File: config.mk
export PLATFORM = sky130hd
export DESIGN_NAME = lcd_scanline_mode_timer_flat
export DESIGN_NICKNAME = d
export VERILOG_FILES = /design/src/lsmt_pkg.sv /design/src/lsmt_stream_if.sv /design/src/lsmt_core.sv /design/src/lcd_scanline_mode_timer.sv /design/src/flat_wrapper.sv
export VERILOG_INCLUDE_DIRS = /design/src /design/src/src
export SDC_FILE = /design/constraint.sdc
export NUM_CORES = 1
export LEC_CHECK = 0
export BUFFER_PORTS_ARGS = -buffer_cell sky130_fd_sc_hd__buf_4
export CAP_MARGIN = 20
export CORE_ASPECT_RATIO = 1.25
export CORE_MARGIN = 2
export CORE_UTILIZATION = 60
export CTS_CLUSTER_SIZE = 8
export DETAILED_ROUTE_END_ITERATION = 8
export GPL_ROUTABILITY_DRIVEN = 1
export PLACE_DENSITY = 0.93
export SETUP_SLACK_MARGIN = 0.02
export SLEW_MARGIN = 15
export SYNTH_ARGS = -nofsm -noshare
export SYNTH_HDL_FRONTEND = slang
export SYNTH_SLANG_ARGS = --single-unit
File: constraint.sdc
create_clock -name clk -period 10.1 [get_ports clk]
set_input_delay 2.525 -clock clk [delete_from_list [all_inputs] [get_ports clk]]
set_output_delay 2.525 -clock clk [all_outputs]
set_load 0.03 [all_outputs]
File: src/assert_macros.svh
// ---------------------------------------------------------------------------
// Assertion macros
// Shared concurrent assertion wrappers; compiled out under SYNTHESIS.
// ---------------------------------------------------------------------------
`ifndef ASSERT_MACROS_SVH
`define ASSERT_MACROS_SVH
`ifndef SYNTHESIS
// cond holds at an edge -> prop holds at the same edge
`define ASSERT_IMPLIES(label, clk, rst, cond, prop) \
  label: assert property (@(posedge clk) disable iff (rst) (cond) |-> (prop)) \
    else $error("implication check failed");
// prop holds at every edge out of reset
`define ASSERT_ALWAYS(label, clk, rst, prop) \
  label: assert property (@(posedge clk) disable iff (rst) (prop)) \
    else $error("invariant check failed");
`else
`define ASSERT_IMPLIES(label, clk, rst, cond, prop)
`define ASSERT_ALWAYS(label, clk, rst, prop)
`endif
`endif

File: src/lsmt_pkg.sv
// ---------------------------------------------------------------------------
// lsmt_pkg
// Types and fixed constants of the LCD scanline mode timer.
// ---------------------------------------------------------------------------
`default_nettype none

package lsmt_pkg;

  // dot counter width, enough for the largest line length
  localparam int DOT_W  = 10;
  localparam int LINE_W = 8;

  // dot thresholds inside a visible line
  localparam logic [DOT_W:0] OAM_END  = 11'd80;
  localparam logic [DOT_W:0] XFER_END = 11'd256;
  // first vblank line is the one after this
  localparam logic [LINE_W-1:0] LAST_VISIBLE_LINE = 8'd143;

  // status enable bit positions
  localparam int EN_HBLANK = 0;
  localparam int EN_VBLANK = 1;
  localparam int EN_OAM    = 2;
  localparam int EN_COINC  = 3;

  typedef enum logic [1:0] {
    MODE_HBLANK = 2'd0,
    MODE_VBLANK = 2'd1,
    MODE_OAM    = 2'd2,
    MODE_XFER   = 2'd3
  } mode_t;

  typedef struct packed {
    logic [7:0] dots_elapsed;
    logic       lcd_on;
    logic [7:0] compare_line;
    logic [3:0] stat_enables;
  } item_t;

  typedef struct packed {
    mode_t      mode;
    logic [7:0] current_line;
    logic       coincidence;
    logic       stat_irq;
    logic       vblank_irq;
    logic       oam_scan_start;
    logic       draw_line_start;
    logic [7:0] draw_line_index;
  } result_t;

endpackage

`default_nettype wire

File: src/lsmt_stream_if.sv
// ---------------------------------------------------------------------------
// lsmt_stream_if
// Valid/ready channel carrying one payload beat per handshake.
// ---------------------------------------------------------------------------
`default_nettype none

interface lsmt_stream_if #(
  parameter type payload_t = logic
);
  logic     valid;
  logic     ready;
  payload_t data;

  modport source (output valid, output data, input ready);
  modport sink   (input valid, input data, output ready);
endinterface

`default_nettype wire

File: src/lsmt_core.sv
// ---------------------------------------------------------------------------
// lsmt_core
// Timing state and single-pass next-state / result logic for one beat.
// ---------------------------------------------------------------------------
`default_nettype none

module lsmt_core #(
  parameter int DOTS_PER_LINE   = 456,
  parameter int LINES_PER_FRAME = 154
) (
  input  wire logic             clk,
  input  wire logic             rst,
  input  wire logic             step,
  input  wire lsmt_pkg::item_t   item,
  output lsmt_pkg::result_t      res
);

  localparam int DW = lsmt_pkg::DOT_W;
  localparam int LW = lsmt_pkg::LINE_W;

  // state
  logic [DW-1:0]   dot_count, dot_count_next;
  logic [LW-1:0]   line_count, line_count_next;
  lsmt_pkg::mode_t held_mode, held_mode_next;
  logic            frame_toggle, frame_toggle_next;
  logic            compare_fired, compare_fired_next;

  logic [DW:0]     dot_sum;
  logic [LW:0]     line_inc;
  logic [LW-1:0]   line_wrapped;
  lsmt_pkg::mode_t mode_new;
  logic            on, mode_change, line_end;
  logic            coinc_a, coinc_b, irq_a, irq_b;

  // mode-based status condition
  function automatic logic mode_irq(lsmt_pkg::mode_t m, logic [3:0] en);
    logic r;
    unique case (m)
      lsmt_pkg::MODE_HBLANK: r = en[lsmt_pkg::EN_HBLANK];
      lsmt_pkg::MODE_VBLANK: r = en[lsmt_pkg::EN_VBLANK];
      lsmt_pkg::MODE_OAM:    r = en[lsmt_pkg::EN_OAM];
      default:               r = 1'b0;
    endcase
    return r;
  endfunction

  // mode from the advanced dot count and the line before any increment
  always_comb begin
    on      = item.lcd_on;
    dot_sum = {1'b0, dot_count} + {{(DW + 1 - 8){1'b0}}, item.dots_elapsed};
    priority if (line_count > lsmt_pkg::LAST_VISIBLE_LINE) mode_new = lsmt_pkg::MODE_VBLANK;
    else if (dot_sum < lsmt_pkg::OAM_END)                  mode_new = lsmt_pkg::MODE_OAM;
    else if (dot_sum < lsmt_pkg::XFER_END)                 mode_new = lsmt_pkg::MODE_XFER;
    else                                                   mode_new = lsmt_pkg::MODE_HBLANK;
    mode_change = on && (mode_new != held_mode);
    line_end    = on && (dot_sum >= (DW + 1)'(DOTS_PER_LINE));
  end

  // first status pass, on a mode change
  always_comb begin
    coinc_a = (item.compare_line == line_count) && item.stat_enables[lsmt_pkg::EN_COINC]
              && !compare_fired;
    irq_a   = mode_change && (coinc_a || mode_irq(mode_new, item.stat_enables));
    held_mode_next    = mode_change ? mode_new : held_mode;
    frame_toggle_next = frame_toggle ^ (mode_change && mode_new == lsmt_pkg::MODE_VBLANK);
  end

  // line end: advance and wrap, second status pass with the latch cleared
  always_comb begin
    line_inc     = {1'b0, line_count} + {{LW{1'b0}}, 1'b1};
    line_wrapped = (line_inc >= (LW + 1)'(LINES_PER_FRAME)) ? '0 : line_inc[LW-1:0];
    coinc_b      = (item.compare_line == line_wrapped) && item.stat_enables[lsmt_pkg::EN_COINC];
    irq_b        = line_end && (coinc_b || mode_irq(held_mode_next, item.stat_enables));

    line_count_next    = line_end ? line_wrapped : line_count;
    compare_fired_next = line_end ? coinc_b : (compare_fired || (mode_change && coinc_a));
    if (!on)           dot_count_next = dot_count;
    else if (line_end) dot_count_next = DW'(dot_sum - (DW + 1)'(DOTS_PER_LINE));
    else               dot_count_next = dot_sum[DW-1:0];
  end

  // result beat
  always_comb begin
    res.mode            = held_mode_next;
    res.current_line    = line_count_next;
    res.coincidence     = (item.compare_line == line_count_next);
    res.stat_irq        = irq_a || irq_b;
    res.vblank_irq      = mode_change && mode_new == lsmt_pkg::MODE_VBLANK;
    res.oam_scan_start  = mode_change && frame_toggle_next && mode_new == lsmt_pkg::MODE_OAM;
    res.draw_line_start = mode_change && frame_toggle_next && mode_new == lsmt_pkg::MODE_XFER;
    res.draw_line_index = line_count;
  end

  // state commits when the beat moves to the result register
  always_ff @(posedge clk) begin
    if (rst) begin
      dot_count     <= '0;
      line_count    <= '0;
      held_mode     <= lsmt_pkg::MODE_HBLANK;
      frame_toggle  <= 1'b0;
      compare_fired <= 1'b0;
    end else if (step) begin
      dot_count     <= dot_count_next;
      line_count    <= line_count_next;
      held_mode     <= held_mode_next;
      frame_toggle  <= frame_toggle_next;
      compare_fired <= compare_fired_next;
    end
  end

endmodule

`default_nettype wire

File: src/lcd_scanline_mode_timer.sv
// ---------------------------------------------------------------------------
// lcd_scanline_mode_timer
// Dot/line counter with LCD mode, status and vblank interrupt timing.
//
//   channel  | dir | beat
//   ---------+-----+--------------------------------------------------
//   items    | in  | dots_elapsed, lcd_on, compare_line, stat_enables
//   results  | out | mode, line, coincidence, irqs, strobes, draw line
//
// One beat in per cycle while no result is stalled, one result out per beat;
// each beat: input register, then the single-pass core into the result register.
// The timing state commits as a beat moves into the result register.
// rst clears both valid flags and the timing state.
// A stalled result holds; the input register keeps taking beats until
// it is full behind a result that is still waiting.
// ---------------------------------------------------------------------------
`default_nettype none
`include "assert_macros.svh"

module lcd_scanline_mode_timer #(
  parameter int DOTS_PER_LINE   = 456,
  parameter int LINES_PER_FRAME = 154
) (
  input wire logic clk,
  input wire logic rst,
  lsmt_stream_if.sink   items,
  lsmt_stream_if.source results
);

  logic              s1_valid;
  lsmt_pkg::item_t   s1_item;
  logic              out_valid;
  lsmt_pkg::result_t out_data;
  lsmt_pkg::result_t core_res;
  logic              advance;

  // handshake
  assign advance       = s1_valid && (!out_valid || results.ready);
  assign items.ready   = !s1_valid || advance;
  assign results.valid = out_valid;
  assign results.data  = out_data;

  lsmt_core #(
    .DOTS_PER_LINE   (DOTS_PER_LINE),
    .LINES_PER_FRAME (LINES_PER_FRAME)
  ) u_core (
    .clk  (clk),
    .rst  (rst),
    .step (advance),
    .item (s1_item),
    .res  (core_res)
  );

  // input and result registers
  always_ff @(posedge clk) begin
    if (rst) begin
      s1_valid  <= 1'b0;
      out_valid <= 1'b0;
    end else begin
      if (items.ready) s1_valid <= items.valid;
      if (advance)            out_valid <= 1'b1;
      else if (results.ready) out_valid <= 1'b0;
    end
  end

  always_ff @(posedge clk) begin
    if (items.valid && items.ready) s1_item  <= items.data;
    if (advance)                    out_data <= core_res;
  end

  // checks
  `ASSERT_IMPLIES(a_vblank_mode, clk, rst, out_valid && out_data.vblank_irq, out_data.mode == lsmt_pkg::MODE_VBLANK)
  `ASSERT_IMPLIES(a_oam_mode, clk, rst, out_valid && out_data.oam_scan_start, out_data.mode == lsmt_pkg::MODE_OAM)
  `ASSERT_IMPLIES(a_draw_mode, clk, rst, out_valid && out_data.draw_line_start, out_data.mode == lsmt_pkg::MODE_XFER)
  `ASSERT_ALWAYS(a_line_range, clk, rst, !out_valid || (out_data.current_line < 8'(LINES_PER_FRAME) && out_data.draw_line_index < 8'(LINES_PER_FRAME)))

endmodule

`default_nettype wire

File: src/flat_wrapper.sv
// flat-port wrapper written by rule: the top's interface ports become plain ports
module lcd_scanline_mode_timer_flat import lsmt_pkg::*;
#(
  parameter int DOTS_PER_LINE   = 456,
  parameter int LINES_PER_FRAME = 154
)
  (clk, rst, items_valid, items_data, items_ready, results_valid, results_data, results_ready);
  lsmt_stream_if #(.payload_t(item_t)) items_i ();
  lsmt_stream_if #(.payload_t(result_t)) results_i ();
  input wire logic clk;
  input wire logic rst;
  input wire logic [$bits(items_i.valid)-1:0] items_valid;
  input wire logic [$bits(items_i.data)-1:0] items_data;
  output wire logic [$bits(items_i.ready)-1:0] items_ready;
  output wire logic [$bits(results_i.valid)-1:0] results_valid;
  output wire logic [$bits(results_i.data)-1:0] results_data;
  input wire logic [$bits(results_i.ready)-1:0] results_ready;
  assign items_i.valid = items_valid;
  assign items_i.data = items_data;
  assign items_ready = items_i.ready;
  assign results_valid = results_i.valid;
  assign results_data = results_i.data;
  assign results_i.ready = results_ready;
  lcd_scanline_mode_timer #(.DOTS_PER_LINE(DOTS_PER_LINE), .LINES_PER_FRAME(LINES_PER_FRAME)) u_core (.clk(clk), .rst(rst), .items(items_i), .results(results_i));
endmodule
==> impl_metrics.yaml, run 1 <==
status:
  status: "finished, final reports clean"
power:
  p_sw_frac: 0.301
  p_sw_mw: 0.196
  leakagePower_nw: 1.75
  pwr-share-clk: 0.318
  p_seq_frac: 0.505
  p_total_mw: 0.650
  internal-power_mw: 0.455
  ir_worst_vdd_mv: 0.0961
  pwr-share-comb: 0.178
  powerDensity_nw_per_um2: 139
global_routing:
  antenna_found_initial: 0
  grt_pass1_vias: 3299
  grt-ovfl-total: 0
  grt_max_degree: 43
  grt_use_total: 0.262
  grt_pass1_wl_mm: 15.7
synthesis:
  synth_edf_count: 44
  synth_area_sq_um: 4160
  synth_top_area_frac: 0.317
  syn_area_per_cell_sq_um: 9.62
  syn_inst: 433
  synth_warnings: 0
  yosysUniqueCellTypes: 75
  syn_nets: 471
  netlist_top_cells_count: "44 x edfxtp_1, 44 x nor2_1, 29 x nand2_1"
  yosys-top-cells-area: "edfxtp_1 32%, dfxtp_1 12%, xnor2_1 4.6%, nor2_1 4.0%, ha_1 3.6%"
  yosys.area.top_type: "edfxtp_1"
  ys_seq_area_frac: 0.433
  synth_ff_type: "edfxtp_1"
  async_reset_ff_frac: 0
  synth-seq-cells: 68
floorplanning:
  core_area_sq_um: 6650
  io_pins: 50
  rows: 33
  fp.dieArea_sq_um: 7630
  start_util: 0.626
  fp.dieH_microns: 97.1
  die_x_microns: 78.5
timing:
  drv_slew: 0
  period_needed_ns: 5.77
  finalCritPeriodShare: 0.571
  slew_headroom: 0.338
  tightest_slew_ns: 0.991
  tns_ns: 0
  report.final.hold_viol_count: 0
  rsz0062_at_grt: "no"
  setup_viol: 0
  finalClockSkew_ns: 0.0109
  timing.fmax_mhz: 173
routing:
  ant_nets: 0
  firstDrtPassIters: 5
  detailroute.via_count: 3495
  post_drt_wl_per_cell_microns: 17.5
  drt_iter0_drc: 324
  drcViolationCount: 0
  viasPerCell: 6.26
  routed_wl_mm: 9.76
finish:
  diodes: 0
  drive_above_1_share: 0.191
  area_growth_pct: 12.6
  layout.nets: 504
clock_tree:
  cts_tree: "done"
  cts_resized: 0
  cts_hold_buffers: 0
  clk_latency_ns: 0.36
  clkTransAtPathRegs_ns: 0.08
  cts_setup_buffers: 0
  cts_buffers: 9
  cts_buffer_depth: 2
  clock_sinks: 68
  cts_root_buf: "clkbuf_8"
  cts_max_level: 3
job:
  cap_violations: 0
critical_path:
  cp_max_fo: 4
  worst_setup_path_end_kind: "primary output"
  worst-setup-path-type: "input port to primary output"
  cp-start-kind: "input port"
  crit_arrival_ns: 3.24
  cp.required_ns: 7.58
placement:
  io_buffers: 49
  gp_congestion: 0.933
  hpwlAfterDp_mm: 7.05
min_path:
  hp-class: "flip-flop to flip-flop"
-- cells in the final DEF (no fill, tap or decap), types with 16 or more instances in the layout --
master	count
o21ai_0	16
a21oi_1	28
inv_1	17
buf_4	50
nor2_1	44
dfxtp_1	24
edfxtp_1	44
nand3_1	16
nand2_1	29
xnor2_1	22
-- critical path, stage by stage --
cell     delay (ns)
buf_4          0.11
nor2b_1        0.31
nand2_1        0.12
buf_4          0.18
-- sequential cells by signal, summed over array words and instances, names as in the netlist --
signal	cells
u_core.u_core.held_mode	2
u_core.u_core.compare_fired	1
u_core.s1_valid	1
u_core.u_core.line_count	8
u_core.s1_item	21
u_core.results.valid	1
u_core.u_core.frame_toggle	1
u_core.u_core.dot_count	10
u_core.results.data	23
-- area by class of cell --
class | instances | area (sq um)
well taps | 87 | 109
multi-input cells | 320 | 2160
repair buffers | 50 | 375
flip-flops and latches | 68 | 1800
clock inverters | 5 | 36.3
fillers | 505 | 1960
clock buffers | 11 | 141
inverters | 17 | 63.8
-- cell families (layout without fill, tap and decap cells) --
group                      after synthesis  in the layout  synth area share
and+or+nand+nor                        158            158             0.202
AOI/OAI and AO/OA                      116            116             0.203
DFF                                     68             68             0.433
buffers and inverters                   45             83            0.0499
xor gates and xnor gates                28             28            0.0589
adders and majority gates               13             13            0.0409
muxes                                    5              5            0.0126
-- stage by stage --
step	std cells	utilization	instance area (sq um)	hold slack, ns	setup slack [ns]
after CTS	558	0.705	4690	0.458	4.33
after floorplan	433	-	4160	0.406	4.63
after detailed placement	542	0.679	4510	0.448	4.33
final	558	0.705	4690	0.462	4.33
after global routing	558	0.705	4690	0.474	4.31
after global placement	542	0.679	4510	0.438	4.38
-- worst paths after layout --
path | from | to | slack, ns | depth (start not counted)
max | results_ready | items_ready | 4.33 | 4
min | u_core.u_core.frame_toggle$_SDFFE_PP0P_ | u_core.u_core.frame_toggle$_SDFFE_PP0P_ | 0.46 | 2
max reg2reg | u_core.s1_item[13]$_DFFE_PP_ | u_core.results.data[12]$_DFFE_PP_ | 6.15 | 14
min reg2reg | u_core.u_core.frame_toggle$_SDFFE_PP0P_ | u_core.u_core.frame_toggle$_SDFFE_PP0P_ | 0.46 | 2
-- metal layers --
layer | vias to the layer above | GRT usage | wire, microns
met5 | - | 0 | 0
met4 | 0 | 0.105 | 275
met3 | 33 | 0.0465 | 518
met2 | 165 | 0.479 | 5210
met1 | 1622 | 0.294 | 3750
li1 | 1675 | - | -
-- power groups by stage --
| stage | Sequential, mW | Combinational [mW] | Clock [mW] |
|---|---|---|---|
| floorplan | 0.334 | 0.0818 | 0 |
| global placement | 0.333 | 0.112 | 0 |
| detailed placement | 0.334 | 0.114 | 0 |
| CTS | 0.328 | 0.115 | 0.207 |
| global route | 0.330 | 0.126 | 0.218 |
| finish | 0.328 | 0.116 | 0.207 |
Power figures use the tool's default switching activity.
==> run 2: changes to the inputs <==
CORE_UTILIZATION = 53   (was 60)
PLACE_DENSITY = 0.88   (was 0.93)
clock period = 5.27 ns   (was 10.1 ns; I/O delays follow)
==> run 2 against run 1 <==
Compared with the run above:
- register-to-register slack worse by 4.8 ns
- critical path depth rose by 10
- combinational power rose by 91%
- worst hold slack improved by 0.0091 ns
- clock power rose by 110%
- design area is 0.88% higher
- first-iteration DRC count decreased by 13%
- setup slack worse by 2.9 ns
- die area is 13% higher
- sequential cell count unchanged
- count of clock-buffer cells in the layout is the same
- utilization down 9.1 points
==> impl_metrics.yaml, run 2 (synthesis results as in run 1) <==
floorplanning:
  io_pins: 50
  core_area_sq_um: 7700
  fp.dieArea_sq_um: 8590
  start_util: 0.541
  rows: 36
  fp.dieH_microns: 103
  die_x_microns: 83.3
min_path:
  hp-class: "flip-flop to flip-flop"
clock_tree:
  clk_latency_ns: 0.35
  cts_root_buf: "clkbuf_8"
  cts_buffer_depth: 2
  cts_resized: 0
  cts_tree: "done"
  clkTransAtPathRegs_ns: 0.07
  cts_buffers: 9
  cts_max_level: 3
  cts_hold_buffers: 0
  clock_sinks: 68
  cts_setup_buffers: 0
finish:
  largest_reg_flops: 23
  layout.nets: 505
  drive_above_1_share: 0.191
  layout_common_cells: "51 x buf_4, 44 x nor2_1, 44 x edfxtp_1"
  n_fill_cell: 649
  final_common_cell: "buf_4"
  diodes: 0
  postLayoutCoreUtil: 0.614
  area_growth_pct: 13.6
routing:
  drt_iter0_drc: 282
  ant_nets: 0
  drcViolationCount: 0
  viasPerCell: 6.05
  post_drt_wl_per_cell_microns: 16.9
  firstDrtPassIters: 5
  routed_wl_mm: 9.56
  detailroute.via_count: 3428
critical_path:
  cp-start-kind: "flip-flop"
  worst-setup-path-type: "flip-flop to flip-flop"
  worst_setup_path_end_kind: "flip-flop"
  cp_max_fo: 10
  cp.required_ns: 5.45
  crit_arrival_ns: 4.05
power:
  leakagePower_nw: 1.78
  ir_worst_vdd_mv: 0.154
  powerDensity_nw_per_um2: 271
timing:
  period_needed_ns: 3.88
  timing.fmax_mhz: 258
  rsz0062_at_grt: "no"
  finalCritPeriodShare: 0.736
  slew_headroom: 0.378
  finalClockSkew_ns: 0.00969
  drv_slew: 0
  tightest_slew_ns: 0.933
  tns_ns: 0
  setup_viol: 0
  report.final.hold_viol_count: 0
global_routing:
  grt_max_degree: 43
  grt_use_total: 0.231
  grt-ovfl-total: 0
  grt_pass1_vias: 3185
  antenna_found_initial: 0
  grt_pass1_wl_mm: 15.6
job:
  cap_violations: 0
placement:
  hpwlAfterDp_mm: 6.84
  gp_congestion: 0.912
  io_buffers: 49
status:
  status: "finished, final reports clean"
[run 2: cell count changes in the layout (fill, tap and decap cells not counted), sizes merged]
cell,delta
inv,-1
clkinvlp,-2
clkinv,+2
bufinv,+1
buf,+1
[run 2: layout make-up]
type                            count  area, sq um  share of cell area
Clock buffer                       11          151              0.0320
Inverter                           17         63.8              0.0135
Sequential cell                    68         1800               0.381
Timing Repair Buffer               51          383              0.0809
Multi-Input combinational cell    320         2160               0.457
Tap cell                           95          119              0.0251
Clock inverter                      5         50.0              0.0106
[run 2: worst paths after layout]
| check | startpoint | to | slack (ns) | cells after the start |
|---|---|---|---|---|
| max reg2reg | u_core.s1_item[13]$_DFFE_PP_ | u_core.results.data[12]$_DFFE_PP_ | 1.39 | 14 |
| max | u_core.s1_item[13]$_DFFE_PP_ | u_core.results.data[12]$_DFFE_PP_ | 1.39 | 14 |
| min reg2reg | u_core.u_core.dot_count[0]$_SDFFE_PP0P_ | u_core.u_core.dot_count[0]$_SDFFE_PP0P_ | 0.47 | 2 |
| min | u_core.u_core.dot_count[0]$_SDFFE_PP0P_ | u_core.u_core.dot_count[0]$_SDFFE_PP0P_ | 0.47 | 2 |
[run 2: worst max-delay path: stages (launching register included)]
cell and delay [ns]:
edfxtp_1 0.38, ha_1 0.22, fa_1 0.43, a21o_1 0.18
a21oi_1 0.17, xnor2_1 0.20, inv_1 0.12, ha_1 0.26
nand3b_1 0.10, mux2i_1 0.14, o32ai_4 0.55, nand2_4 0.17
nor4_2 0.35, o221ai_1 0.17, nor4_2 0.27
[run 2: per-layer routing]
layer / vias to the layer above / wire length (microns) / GRT usage
met5: - / 0 / 0
met4: 0 / 276 / 0.132
met3: 22 / 570 / 0.0360
met2: 129 / 4660 / 0.393
met1: 1602 / 4050 / 0.283
li1: 1675 / - / -
[run 2: report_power, final]
group          internal, mW  switching [mW]
logic                0.0902           0.131
registers             0.597          0.0319
clock network         0.240           0.192
[run 2: per-stage QoR]
step	power [mW]	instances	instance area, sq um	hold WS [ns]	worst slack [ns]
6_report	1.28	567	4730	0.471	1.39
5_1_grt	1.33	567	4730	0.503	1.19
4_1_cts	1.29	567	4730	0.476	1.44
3_5_place_dp	0.858	551	4530	0.467	1.48
3_3_place_gp	0.852	551	4530	0.440	1.67
2_1_floorplan	0.797	433	4160	0.406	1.90
